### config.mk
export PLATFORM = sky130hd
export DESIGN_NAME = card_whitelist_access_controller
export DESIGN_NICKNAME = d
export VERILOG_FILES = /design/src/rtl/core/cwac_pkg.sv /design/src/rtl/core/card_whitelist_access_controller.sv /design/src/rtl/core/cwac_ram.sv /design/src/rtl/core/cwac_table.sv
export SDC_FILE = /design/constraint.sdc
export NUM_CORES = 1
export LEC_CHECK = 0
export BUFFER_PORTS_ARGS = -buffer_cell sky130_fd_sc_hd__buf_4
export CAP_MARGIN = 20
export CORE_MARGIN = 2
export CORE_UTILIZATION = 55
export DETAILED_ROUTE_END_ITERATION = 8
export GPL_ROUTABILITY_DRIVEN = 0
export PLACE_DENSITY = 0.73
export RECOVER_POWER = 25
export REMOVE_ABC_BUFFERS = 1
export SYNTH_ARGS = -nofsm -noshare
export SYNTH_HDL_FRONTEND = slang
export SYNTH_HIERARCHICAL = 1
export SYNTH_SLANG_ARGS = --single-unit
### constraint.sdc
create_clock -name clk -period 6.3 [get_ports clk]
set_input_delay 0.63 -clock clk [delete_from_list [all_inputs] [get_ports clk]]
set_output_delay 0.63 -clock clk [all_outputs]
set_load 0.02 [all_outputs]
### src/rtl/core/cwac_pkg.sv
// shared types, constants and helpers of the card whitelist access controller
`default_nettype none
package cwac_pkg;

	localparam int TABLE_ENTRIES = 16;
	localparam int UID_MAX_BYTES = 7;
	localparam int IDX_W = $clog2(TABLE_ENTRIES);
	localparam int UID_W = 56;
	localparam int LEN_W = 3;
	localparam int ENTRY_W = UID_W + LEN_W;

	localparam logic [7:0] TIMEOUT_RST = 8'd30;
	localparam logic [15:0] IDLE_LIMIT_RST = 16'd6000;

	localparam logic [2:0] ADDR_TIMEOUT = 3'd0;
	localparam logic [2:0] ADDR_IDLE_LIMIT = 3'd4;

	typedef enum logic [2:0] {
		OUT_NONE = 3'd0,
		OUT_GRANTED = 3'd1,
		OUT_DENIED = 3'd2,
		OUT_ADDED = 3'd3,
		OUT_REMOVED = 3'd4,
		OUT_UNCHANGED = 3'd5,
		OUT_FULL = 3'd6,
		OUT_SKIPPED = 3'd7
	} outcome_t;

	typedef enum logic [1:0] {
		ST_IDLE,
		ST_SCAN,
		ST_EMIT
	} ctrl_state_t;

	// write or clear of one table entry
	typedef struct packed {
		logic write_en;
		logic clear_en;
		logic [IDX_W-1:0] idx;
		logic [UID_W-1:0] id;
		logic [LEN_W-1:0] len;
	} tbl_cmd_t;

	// what one scan of the table found
	typedef struct packed {
		logic hit;
		logic [IDX_W-1:0] hit_idx;
		logic free;
		logic [IDX_W-1:0] free_idx;
	} tbl_res_t;

	// keeps the low len bytes of a uid
	function automatic logic [UID_W-1:0] uid_mask(input logic [LEN_W-1:0] len);
		logic [UID_W-1:0] m;
		m = '0;
		for (int b = 0; b < UID_MAX_BYTES; b++) begin
			if (LEN_W'(b) < len) begin
				m[8*b +: 8] = 8'hFF;
			end
		end
		return m;
	endfunction

endpackage
`default_nettype wire

### src/rtl/core/card_whitelist_access_controller.sv
// Card whitelist access controller top level: mode control, config registers and result register.
// Each item is one poll. A poll with no usable card, a restart or a skipped card goes from ST_IDLE
// straight to ST_EMIT, where its result is loaded into the output register, and the block then
// returns to ST_IDLE for the next item. A poll whose card must be looked up first stays in ST_SCAN
// while it scans the whole 16-entry table through the single read port of the table ram, one entry
// per cycle, then goes to ST_EMIT. One item is in work at a time; in_stall is high while it is.
// A finished result waits in the output register, and the next item may be accepted
// meanwhile; a result that finds the output register still stalled waits until it drains.
// The table keeps its contents across idle restarts; uid entries come up undefined and only
// their valid bits are cleared by reset.
`default_nettype none
module card_whitelist_access_controller import cwac_pkg::*; (
	input wire logic clk,
	input wire logic arst_n,
	input wire logic in_valid,
	output logic in_stall,
	input wire logic learn_button,
	input wire logic forget_button,
	input wire logic card_present,
	input wire logic [UID_W-1:0] card_uid,
	input wire logic [LEN_W-1:0] uid_bytes,
	output logic out_valid,
	input wire logic out_stall,
	output logic learn_lamp,
	output logic forget_lamp,
	output logic door_pulse,
	output logic [2:0] outcome,
	output logic in_programming,
	output logic restarted,
	input wire logic psel,
	input wire logic penable,
	input wire logic pwrite,
	input wire logic [2:0] paddr,
	input wire logic [31:0] pwdata,
	output logic [31:0] prdata,
	output logic pready
);

	ctrl_state_t state_q, state_nxt;
	logic accept, finish, emit, go_scan;

	logic [7:0] timeout_q;
	logic [15:0] idle_limit_q;

	logic prog_q, learn_sel_q, skip_q, lamp_learn_q, lamp_forget_q;
	logic [7:0] timer_q;
	logic [15:0] idle_q;

	logic m_prog, m_learn_sel, m_lamp_learn, m_lamp_forget;
	logic [7:0] m_timer;
	logic [15:0] m_idle;
	logic restart, card_ok;
	logic [UID_W-1:0] m_id;

	logic [UID_W-1:0] id_q;
	logic [LEN_W-1:0] len_q;
	outcome_t res_outcome_q, fin_outcome;
	logic res_restart_q;

	logic out_valid_q, out_learn_q, out_forget_q, out_prog_q, out_restart_q;
	outcome_t out_outcome_q;

	tbl_cmd_t tbl_cmd;
	tbl_res_t tbl_res;
	logic tbl_done;

	// config port
	assign pready = 1'b1;

	always_comb begin
		unique case (paddr[2])
			1'b0: prdata = {24'd0, timeout_q};
			1'b1: prdata = {16'd0, idle_limit_q};
		endcase
	end

	always_ff @(posedge clk or negedge arst_n) begin
		if (!arst_n) begin
			timeout_q <= TIMEOUT_RST;
			idle_limit_q <= IDLE_LIMIT_RST;
		end else if (psel && penable && pwrite && pready) begin
			if (paddr[2] == ADDR_IDLE_LIMIT[2]) begin
				idle_limit_q <= pwdata[15:0];
			end else begin
				timeout_q <= pwdata[7:0];
			end
		end
	end

	// mode update for the poll being accepted
	always_comb begin
		m_timer = prog_q ? timer_q + 8'd1 : timer_q;
		m_prog = prog_q;
		m_learn_sel = learn_sel_q;
		m_lamp_learn = lamp_learn_q;
		m_lamp_forget = lamp_forget_q;
		if (m_timer == timeout_q) begin
			m_timer = '0;
			m_prog = 1'b0;
			m_lamp_learn = 1'b0;
			m_lamp_forget = 1'b0;
		end
		if (learn_button) begin
			m_timer = '0;
			m_prog = 1'b1;
			m_lamp_learn = 1'b1;
			m_lamp_forget = 1'b0;
			m_learn_sel = 1'b1;
		end
		if (forget_button) begin
			m_timer = '0;
			m_prog = 1'b1;
			m_lamp_forget = 1'b1;
			m_lamp_learn = 1'b0;
			m_learn_sel = 1'b0;
		end
		m_idle = (!m_prog && idle_q != '1) ? idle_q + 16'd1 : idle_q;
		restart = m_idle > idle_limit_q;
		card_ok = card_present && uid_bytes != '0 && uid_bytes <= LEN_W'(UID_MAX_BYTES);
		m_id = card_uid & uid_mask(uid_bytes);
		go_scan = !restart && card_ok && (m_prog || !skip_q);
	end

	// control fsm
	always_ff @(posedge clk or negedge arst_n) begin
		if (!arst_n) begin
			state_q <= ST_IDLE;
		end else begin
			state_q <= state_nxt;
		end
	end

	always_comb begin
		state_nxt = state_q;
		accept = 1'b0;
		finish = 1'b0;
		emit = 1'b0;
		unique case (state_q)
			ST_IDLE: begin
				if (in_valid) begin
					accept = 1'b1;
					state_nxt = go_scan ? ST_SCAN : ST_EMIT;
				end
			end
			ST_SCAN: begin
				if (tbl_done) begin
					finish = 1'b1;
					state_nxt = ST_EMIT;
				end
			end
			ST_EMIT: begin
				if (!out_valid_q || !out_stall) begin
					emit = 1'b1;
					state_nxt = ST_IDLE;
				end
			end
			default: state_nxt = ST_IDLE;
		endcase
	end

	assign in_stall = (state_q != ST_IDLE);

	// outcome and table update once the scan is done
	always_comb begin
		tbl_cmd = '0;
		tbl_cmd.id = id_q;
		tbl_cmd.len = len_q;
		fin_outcome = OUT_NONE;
		if (prog_q) begin
			if (learn_sel_q) begin
				if (tbl_res.hit) begin
					fin_outcome = OUT_UNCHANGED;
				end else if (tbl_res.free) begin
					fin_outcome = OUT_ADDED;
					tbl_cmd.write_en = finish;
					tbl_cmd.idx = tbl_res.free_idx;
				end else begin
					fin_outcome = OUT_FULL;
				end
			end else begin
				if (tbl_res.hit) begin
					fin_outcome = OUT_REMOVED;
					tbl_cmd.clear_en = finish;
					tbl_cmd.idx = tbl_res.hit_idx;
				end else begin
					fin_outcome = OUT_UNCHANGED;
				end
			end
		end else begin
			fin_outcome = tbl_res.hit ? OUT_GRANTED : OUT_DENIED;
		end
	end

	cwac_table u_table (
		.clk(clk),
		.arst_n(arst_n),
		.start(accept && go_scan),
		.key_id(id_q),
		.key_len(len_q),
		.cmd(tbl_cmd),
		.done(tbl_done),
		.res(tbl_res)
	);

	// mode state
	always_ff @(posedge clk or negedge arst_n) begin
		if (!arst_n) begin
			prog_q <= 1'b0;
			learn_sel_q <= 1'b0;
			timer_q <= '0;
			idle_q <= '0;
			skip_q <= 1'b0;
			lamp_learn_q <= 1'b0;
			lamp_forget_q <= 1'b0;
			res_outcome_q <= OUT_NONE;
			res_restart_q <= 1'b0;
		end else if (accept) begin
			if (restart) begin
				prog_q <= 1'b0;
				learn_sel_q <= 1'b0;
				timer_q <= '0;
				idle_q <= '0;
				skip_q <= 1'b0;
				lamp_learn_q <= 1'b0;
				lamp_forget_q <= 1'b0;
				res_outcome_q <= OUT_NONE;
				res_restart_q <= 1'b1;
			end else begin
				prog_q <= m_prog;
				learn_sel_q <= m_learn_sel;
				timer_q <= m_timer;
				idle_q <= m_idle;
				lamp_learn_q <= m_lamp_learn;
				lamp_forget_q <= m_lamp_forget;
				res_restart_q <= 1'b0;
				// first card after programming is ignored
				if (card_ok && !m_prog && skip_q) begin
					skip_q <= 1'b0;
					res_outcome_q <= OUT_SKIPPED;
				end else begin
					res_outcome_q <= OUT_NONE;
				end
			end
		end else if (finish) begin
			res_outcome_q <= fin_outcome;
			if (prog_q) begin
				skip_q <= 1'b1;
			end
			if (fin_outcome == OUT_ADDED) begin
				prog_q <= 1'b0;
				lamp_learn_q <= 1'b0;
			end
			if (fin_outcome == OUT_REMOVED) begin
				prog_q <= 1'b0;
				lamp_forget_q <= 1'b0;
			end
		end
	end

	always_ff @(posedge clk) begin
		if (accept) begin
			id_q <= m_id;
			len_q <= uid_bytes;
		end
	end

	// output register
	always_ff @(posedge clk or negedge arst_n) begin
		if (!arst_n) begin
			out_valid_q <= 1'b0;
		end else if (emit) begin
			out_valid_q <= 1'b1;
		end else if (!out_stall) begin
			out_valid_q <= 1'b0;
		end
	end

	always_ff @(posedge clk) begin
		if (emit) begin
			out_learn_q <= lamp_learn_q;
			out_forget_q <= lamp_forget_q;
			out_prog_q <= prog_q;
			out_outcome_q <= res_outcome_q;
			out_restart_q <= res_restart_q;
		end
	end

	assign out_valid = out_valid_q;
	assign learn_lamp = out_learn_q;
	assign forget_lamp = out_forget_q;
	assign outcome = out_outcome_q;
	assign door_pulse = (out_outcome_q == OUT_GRANTED);
	assign in_programming = out_prog_q;
	assign restarted = out_restart_q;

endmodule
`default_nettype wire

### src/rtl/core/cwac_ram.sv
// generic simple dual-port ram with registered read
`default_nettype none
module cwac_ram #(
	parameter int WIDTH = 8,
	parameter int DEPTH = 16
) (
	input wire logic clk,
	input wire logic we,
	input wire logic [$clog2(DEPTH)-1:0] waddr,
	input wire logic [WIDTH-1:0] wdata,
	input wire logic [$clog2(DEPTH)-1:0] raddr,
	output logic [WIDTH-1:0] rdata
);

	logic [WIDTH-1:0] mem_q [DEPTH];

	always_ff @(posedge clk) begin
		if (we) begin
			mem_q[waddr] <= wdata;
		end
		rdata <= mem_q[raddr];
	end

endmodule
`default_nettype wire

### src/rtl/core/cwac_table.sv
// card table: uid ram, valid bits and the sequential scan engine
`default_nettype none
module cwac_table import cwac_pkg::*; (
	input wire logic clk,
	input wire logic arst_n,
	input wire logic start,
	input wire logic [UID_W-1:0] key_id,
	input wire logic [LEN_W-1:0] key_len,
	input wire tbl_cmd_t cmd,
	output logic done,
	output tbl_res_t res
);

	logic [TABLE_ENTRIES-1:0] valid_q;
	logic busy_q;
	logic [IDX_W-1:0] rd_idx_q;
	logic cmp_vld_s1;
	logic cmp_last_s1;
	logic [IDX_W-1:0] cmp_idx_s1;
	logic done_q;
	tbl_res_t res_q;
	logic [ENTRY_W-1:0] rdata;
	logic match;
	logic empty;

	cwac_ram #(
		.WIDTH(ENTRY_W),
		.DEPTH(TABLE_ENTRIES)
	) u_ram (
		.clk(clk),
		.we(cmd.write_en),
		.waddr(cmd.idx),
		.wdata({cmd.len, cmd.id}),
		.raddr(rd_idx_q),
		.rdata(rdata)
	);

	assign match = valid_q[cmp_idx_s1] && (rdata == {key_len, key_id});
	assign empty = !valid_q[cmp_idx_s1];

	always_ff @(posedge clk or negedge arst_n) begin
		if (!arst_n) begin
			valid_q <= '0;
			busy_q <= 1'b0;
			rd_idx_q <= '0;
			cmp_vld_s1 <= 1'b0;
			cmp_last_s1 <= 1'b0;
			done_q <= 1'b0;
			res_q <= '0;
		end else begin
			if (cmd.write_en) begin
				valid_q[cmd.idx] <= 1'b1;
			end
			if (cmd.clear_en) begin
				valid_q[cmd.idx] <= 1'b0;
			end
			done_q <= cmp_vld_s1 && cmp_last_s1;
			cmp_vld_s1 <= busy_q;
			cmp_last_s1 <= busy_q && (rd_idx_q == IDX_W'(TABLE_ENTRIES - 1));
			if (start) begin
				busy_q <= 1'b1;
				rd_idx_q <= '0;
				res_q <= '0;
			end else if (busy_q) begin
				if (rd_idx_q == IDX_W'(TABLE_ENTRIES - 1)) begin
					busy_q <= 1'b0;
				end
				rd_idx_q <= rd_idx_q + 1'b1;
			end
			// keep the first hit and the first free slot
			if (cmp_vld_s1) begin
				if (match && !res_q.hit) begin
					res_q.hit <= 1'b1;
					res_q.hit_idx <= cmp_idx_s1;
				end
				if (empty && !res_q.free) begin
					res_q.free <= 1'b1;
					res_q.free_idx <= cmp_idx_s1;
				end
			end
		end
	end

	always_ff @(posedge clk) begin
		cmp_idx_s1 <= rd_idx_q;
	end

	assign done = done_q;
	assign res = res_q;

endmodule
`default_nettype wire

### After elaboration in Yosys (flattened, before gate mapping)

Memories as Yosys holds them, arrays and structs flattened. A register that Yosys moved wholly into a read port is not among the register bits.
Index checks and enable logic that the tools add are counted.
W data, S select, Z words.

| word-level totals | value |
|---|---|
| logic and storage cells | 204 |
| output and inout bits | 43 |
| RAM bits | 944 |
| bits of input ports | 104 |
| flip-flop bits (word level) | 164 |
| memories kept | 1 |

Memory list:

| memory | depth | bits a word | read ports | clocked after memory_dff | wr ports | RTL line | RTL |
|---|---|---|---|---|---|---|---|
| u_table.u_ram.mem_q | 16 | 59 | 1 | 1 | 1 | cwac_ram.sv:15 | `logic [WIDTH-1:0] mem_q [DEPTH];` |

| cells by class | value |
|---|---|
| eq/ne operators | 15 |
| $lt $le $gt $ge | 12 |
| bitwise operators | 5 |
| mux-type cells | 93 |
| reduce and logical (&&, ||, !) cells | 44 |
| add/subtract/negate cells | 3 |

Operators with widths:

| cell | count |
|---|---|
| $mux W8 | 12 |
| $mux W16 | 4 |
| $pmux W32 S2 | 1 |
| $eq A59 B59 Y1 | 1 |
| $and A56 B56 Y56 | 1 |
| $mux W1 | 49 |
| $mux W3 | 8 |
| $mux W10 | 2 |
| $mux W4 | 5 |
| $add A16 B1 Y16 const B | 1 |
| $and A16 B16 Y16 | 1 |
| $gt A16 B16 Y1 | 1 |
| $logic_and A1 B1 Y1 | 16 |
| $ne A16 B16 Y1 const B | 1 |
| $not A16 Y16 | 1 |
| $or A16 B16 Y16 | 1 |
| $mux W5 | 3 |
| $reduce_and A3 Y1 | 4 |
| $reduce_bool A2 Y1 | 6 |
| $lt A4 B5 Y1 const B | 2 |
| $mux W2 | 5 |
| $lt A3 B3 Y1 const A | 3 |
| $reduce_bool A3 Y1 | 3 |
| $add A8 B1 Y8 const B | 1 |
| 25 further kinds | 40 |

### Longest topological paths before layout

| depth | value |
|---|---|
| depth after elaboration | 17 |
| mapped depth | 22 |
| depth with buffers taken out | 20 |

### By module

Netlist, hierarchy kept.

Modules (own cells, without submodules):

| module | cells an instance | area an instance (µm²) | seq. area each (µm²) | instances |
|---|---|---|---|---|
| cwac_ram | 1522 | 36456.2 | 29528.3 | 1 |
| card_whitelist_access_controller | 567 | 6473.7 | 3497.1 | 1 |
| cwac_table | 229 | 2296.0 | 930.9 | 1 |

### Least setup slack after synthesis

OpenSTA, ideal clock, no wires.

| timing | value |
|---|---|
| path type | input port to flip-flop |
| from | input in_valid |
| to | memory u_table/u_ram/mem_q[0][0] (netlist name) (enable) |
| required time | 5.752 ns |
| arrival | 6.126 ns |
| setup slack | -0.374 ns |
| library setup time | 0.548 ns |
| cell stages on the path | 6 |
| path buffers | 1 |
| path through | mux2i_1 or2_2 clkbuf_1 nor3_1 or3b_2 nor3_1 |

RTL lines:

| what | RTL line | RTL |
|---|---|---|
| start, declared | card_whitelist_access_controller.sv:15 | `input wire logic in_valid,` |
| end, declared | cwac_ram.sv:15 |  |

### Final worst setup path

| timing | value |
|---|---|
| from | register prog_q |
| to | register u_table.res_q (netlist bit u_table/res[4]) |

| between the ends | value |
|---|---|
| word-level cells in the longest chain between the ends | 16 |
| elaborated cells on any way between the ends | 17 |
| those cells by class | 1 x order compare; 1 x eq/ne; 8 x mux; 7 x reduce/logical |

RTL lines:

| what | RTL line | RTL |
|---|---|---|
| start, declared | card_whitelist_access_controller.sv:45 | `logic prog_q, learn_sel_q, skip_q, lamp_learn_q, lamp_forget_q;` |
| start signal, assigned | card_whitelist_access_controller.sv:229 | `prog_q <= m_prog;` |
| $mux W8 | card_whitelist_access_controller.sv:92 | `m_timer = prog_q ? timer_q + 8'd1 : timer_q;` |
| $eq A8 B8 Y1 | card_whitelist_access_controller.sv:97 | `if (m_timer == timeout_q) begin` |
| $mux W1 (*) | card_whitelist_access_controller.sv:97 |  |
| $mux W1 (*) | card_whitelist_access_controller.sv:103 | `if (learn_button) begin` |
| $mux W1 (*) | card_whitelist_access_controller.sv:110 | `if (forget_button) begin` |
| $logic_not A1 Y1 | card_whitelist_access_controller.sv:117 | `m_idle = (!m_prog && idle_q != '1) ? idle_q + 16'd1 : idle_q;` |
| $logic_and A1 B1 Y1 | card_whitelist_access_controller.sv:117 |  |
| $mux W16 | card_whitelist_access_controller.sv:117 |  |
| $gt A16 B16 Y1 | card_whitelist_access_controller.sv:118 | `restart = m_idle > idle_limit_q;` |
| $logic_not A1 Y1 | card_whitelist_access_controller.sv:121 | `go_scan = !restart && card_ok && (m_prog \|\| !skip_q);` |
| $logic_and A1 B1 Y1 | card_whitelist_access_controller.sv:121 |  |
| $logic_and A1 B1 Y1 (*) | card_whitelist_access_controller.sv:121 |  |
| $logic_and A1 B1 Y1 (*) | card_whitelist_access_controller.sv:197 | `.start(accept && go_scan),` |
| $mux W10 (*) | cwac_table.sv:60 | `if (start) begin` |
| $mux W5 | cwac_table.sv:76 | `if (empty && !res_q.free) begin` |
| $mux W10 (*) | cwac_table.sv:71 | `if (cmp_vld_s1) begin` |
| end, declared | cwac_table.sv:21 | `tbl_res_t res_q;` |

Mark *: on every way between the ends. The rest lies on a longest branch, timed or not.
A chain may end at the register's enable or synchronous reset.

==> flow_summary.toml <==
[drt]
routed_wirelength_um = 102000
detail_route.wl_per_cell_um = 27.8
vias = 23200
route.detailed.vias_per_inst = 6.35
detail_route.iter0.violations = 2666
postRouteAntennaNets = 0
dr.pass1.iters = 6
post-route-drc-count = 0

[synth]
netlist_top_cells_area = "edfxtp_1 67%, mux4_2 12%, dfrtp_1 4.6%"
yosys_warnings = 6
synth_compound_area_frac = 0.0397
synthesized_area_sq_um = 45200
synth_async_sr_flop_share = 0.0805
synthAdderAreaFrac = 0.00526
synthTopCellsByCount = "1010 x edfxtp_1, 237 x mux4_2, 122 x a22oi_1"
xor_xnor_share_of_the_synthesized_area = 0.0145
synth_simple_gate_area_frac = 0.0432
main_combinational_cell_family_by_area_after_synthesis = "multiplexers"
synth_top_area_frac = 0.671
synthMuxAreaShare = 0.130
synth_top_flop_cell = "edfxtp_1"
syn-mean-instance-area_sq_um = 19.5
synth_area_leader_cell = "edfxtp_1"
synth_cell_type_count = 75
synth_sequential_area_ratio = 0.751
yosysMostFrequentCell = "edfxtp_1"
postSynthCellCount = 2318
postSynthRegisterBits = 1167
synth_enable_flop_cells = 1010

[power]
vdd_drop_max_mv = 0.415
p_leak_nw = 17.2
power.density_cell_area_nw_per_um2 = 413

[clock_tree]
clock-sinks = 1167
tritoncts = "built"
reg_clk_slew_reported_paths_ns = 0.06
postCtsSetupRepairBufs = 0
cts_root_buf = "clkbuf_16"
cts_made_buffers = 112
clk_path_buf_depth = 3
post_cts_resize_count = 0
insertion_delay_ns = 0.68
htree_num_levels = 3

[global_routing]
grt.overflow.total = 0
vias_in_the_first_global_route = 24000
maximum_number_of_pins_on_one_net_before_global_route_repair = 163
grt_pass1_wl_um = 152000
number_of_antenna_violations_at_the_first_check_in_global_routing = 2
groute.usage.overall = 0.243

[sta]
final.setup.worst_slack_ns = 1.04
fin_crit_sh = 0.835
timing_max_transition_violations_final = 35
max_freq_mhz = 190
report.final.hold_viol_count = 0
tightest_slew_ns = 1.92
fin_worst_skew_ns = 0.0256
max_slew_margin = -0.281
worst_hold_slack_ns = 0.195
fin_setup_tns_ns = 0
report.final.setup_viol = 0
rsz0062_at_grt = "no"
final_period_minus_worst_setup_slack_ns = 5.26

[die]
total_core_area_sq_um = 81700
floorplan.rows = 105
floorplan.initialDensity = 0.553
design.portCount = 147
die_outline_area_sq_um = 84500
dieWidth_um = 291
dieHeight_um = 291

[worst_setup_path]
cell_with_the_largest_stage_delay_on_the_worst_path = "dfrtp_1"
path_cells = "nand2_1, xnor2_1, a2111oi_2, and4_1, a21bo_4, and2_1, nand3_1, xnor2_1, ha_1, nand4_1, nor4_1, nor3_1, a21oi_1, buf_4, nand2_1, buf_4, nor3_1, buf_4, inv_1, a21o_2"
worstPathMaxFanout = 20
timing.critical_path.to_type = "flip-flop"
worstSetupStartpointType = "flip-flop"
critPathRequiredTime_ns = 6.86
critPathArrivalTime_ns = 5.82
cp_slowest_stage_delay_ns = 0.71
timing_worst_setup_path_type = "reg2reg"
timing.critical_path.mode_cell = "buf_4"

[cells_and_area]
drive_gt1_frac = 0.248
num-fill-cells = 5538
finish.net_count = 2608
final_core_utilization = 0.627
postLayoutCellArea_sq_um = 51300
areaGrowthSynthToFinish_pct = 13.4

[run_status]
violations = "capacitance limit, slew limit"
status = "finished, violations left"

[job]
drv_cap = 1

[place]
hpwl_um = 51600
io_buffers = 111
place_area_sq_um = 47500
post-place-ws_ns = 1.18

[min_path]
timing.hold.worst.class = "in2reg"
==> repair_timing <==
item                                   CTS  global route
hold buffers                             1             0
endpoints found under the hold margin   28             0
setup endpoints to repair                0             0
==> sequential cells by signal (all words and copies together) (netlist names), 2 cells and up <==
name	count
u_table/u_ram/mem_q	944
idle_q	16
state_q	2
u_table/u_ram/rdata	59
id_q	56
idle_limit_q	16
timeout_q	8
u_table/res	10
len_q	3
u_table/cmp_idx_s1	4
u_table/rd_idx_q	4
u_table/valid_q	16
timer_q	8
res_outcome_q	3
outcome	3
==> metrics by stage <==
| stage | std cells | total power, mW |
|---|---|---|
| final | 3656 | 21.2 |
| after global routing | 3654 | 22.0 |
| after CTS | 3654 | 21.3 |
| after detailed placement | 3440 | 14.5 |
| after global placement | 3440 | 14.4 |
| after floorplan | 2211 | 13.6 |
==> worst paths after layout <==
path                                               from                         endpoint  slack (ns)  depth (start not counted)
hold / removal                                pwdata[9]      idle_limit_q[9]$_DFFE_PN1P_        0.19                          2
setup reg to reg                     prog_q$_DFFE_PN0P_         u_table/res[4]$_DFF_PN0_        1.04                         20
min in group asynchronous                        arst_n     idle_limit_q[15]$_DFFE_PN0P_        1.04                          2
setup / recovery                     prog_q$_DFFE_PN0P_         u_table/res[4]$_DFF_PN0_        1.04                         20
max in group asynchronous                        arst_n  u_table/rd_idx_q[1]$_DFFE_PN0P_        3.55                          3
hold reg to reg            res_outcome_q[0]$_DFFE_PN0P_             outcome[0]$_DFFE_PP_        0.47                          0
==> metal layers <==
| metal | vias up | wire, um | track usage |
|---|---|---|---|
| li1 | 9712 | - | - |
| met1 | 12100 | 40300 | 0.344 |
| met2 | 1202 | 49600 | 0.389 |
| met3 | 183 | 8630 | 0.0437 |
| met4 | 0 | 3210 | 0.0802 |
| met5 | - | 0 | 0 |
==> cell families after synthesis <==
family	after synthesis
flops	1167
simple gates	366
mux	279
compound gates	254
buf+inv	156
xor+xnor	75
fa+ha+maj	19
other cells	2
==> layout by cell type, fill, tap and decap left out, types with 10 or more instances in the layout <==
cell / count
xnor2_1: 31
nand2_1: 105
conb_1: 17
clkbuf_1: 37
clkbuf_16: 115
and2_1: 29
and3_1: 26
o21ai_0: 12
a22oi_1: 122
bufinv_16: 12
mux4_2: 237
nand2b_1: 10
ha_1: 19
dfrtp_1: 81
inv_1: 33
dfxtp_1: 63
nor2_4: 13
nor4_1: 15
clkinv_2: 20
a31oi_1: 14
xor2_1: 44
nand3_1: 27
mux2_2: 35
clkinv_1: 13
a21oi_1: 39
buf_4: 140
nor2b_1: 43
dfstp_2: 11
nor2_1: 25
o31ai_1: 11
buf_12: 13
edfxtp_1: 1010
nand4_1: 20
==> worst max-delay path, delay by kind of cell (launching register included) <==
| family | cells | cell delay [ns] |
|---|---|---|
| xor gates and xnor gates | 2 | 0.37 |
| AOI/OAI and AO/OA | 4 | 1.06 |
| DFF | 1 | 0.71 |
| and+or+nand+nor | 9 | 1.91 |
| adders and majority gates | 1 | 0.31 |
| buffers and inverters | 4 | 0.78 |
==> report_power, final <==
part	internal (mW)	switching, mW
registers	9.24	0.732
clock network	3.95	2.84
logic	2.11	2.29
==> final cells by class <==
type	instances	area, sq um	share of cell area
clock buffer	154	3100	0.0605
sequential	1167	34000	0.662
clock inverter	59	668	0.0130
timing repair buffer	160	1340	0.0262
inverter	34	130	0.00254
tap	1070	1340	0.0261
multi-input combinational	1010	10700	0.209
antenna	2	5.00	0.0000976
(Power assumes the default switching activity.)
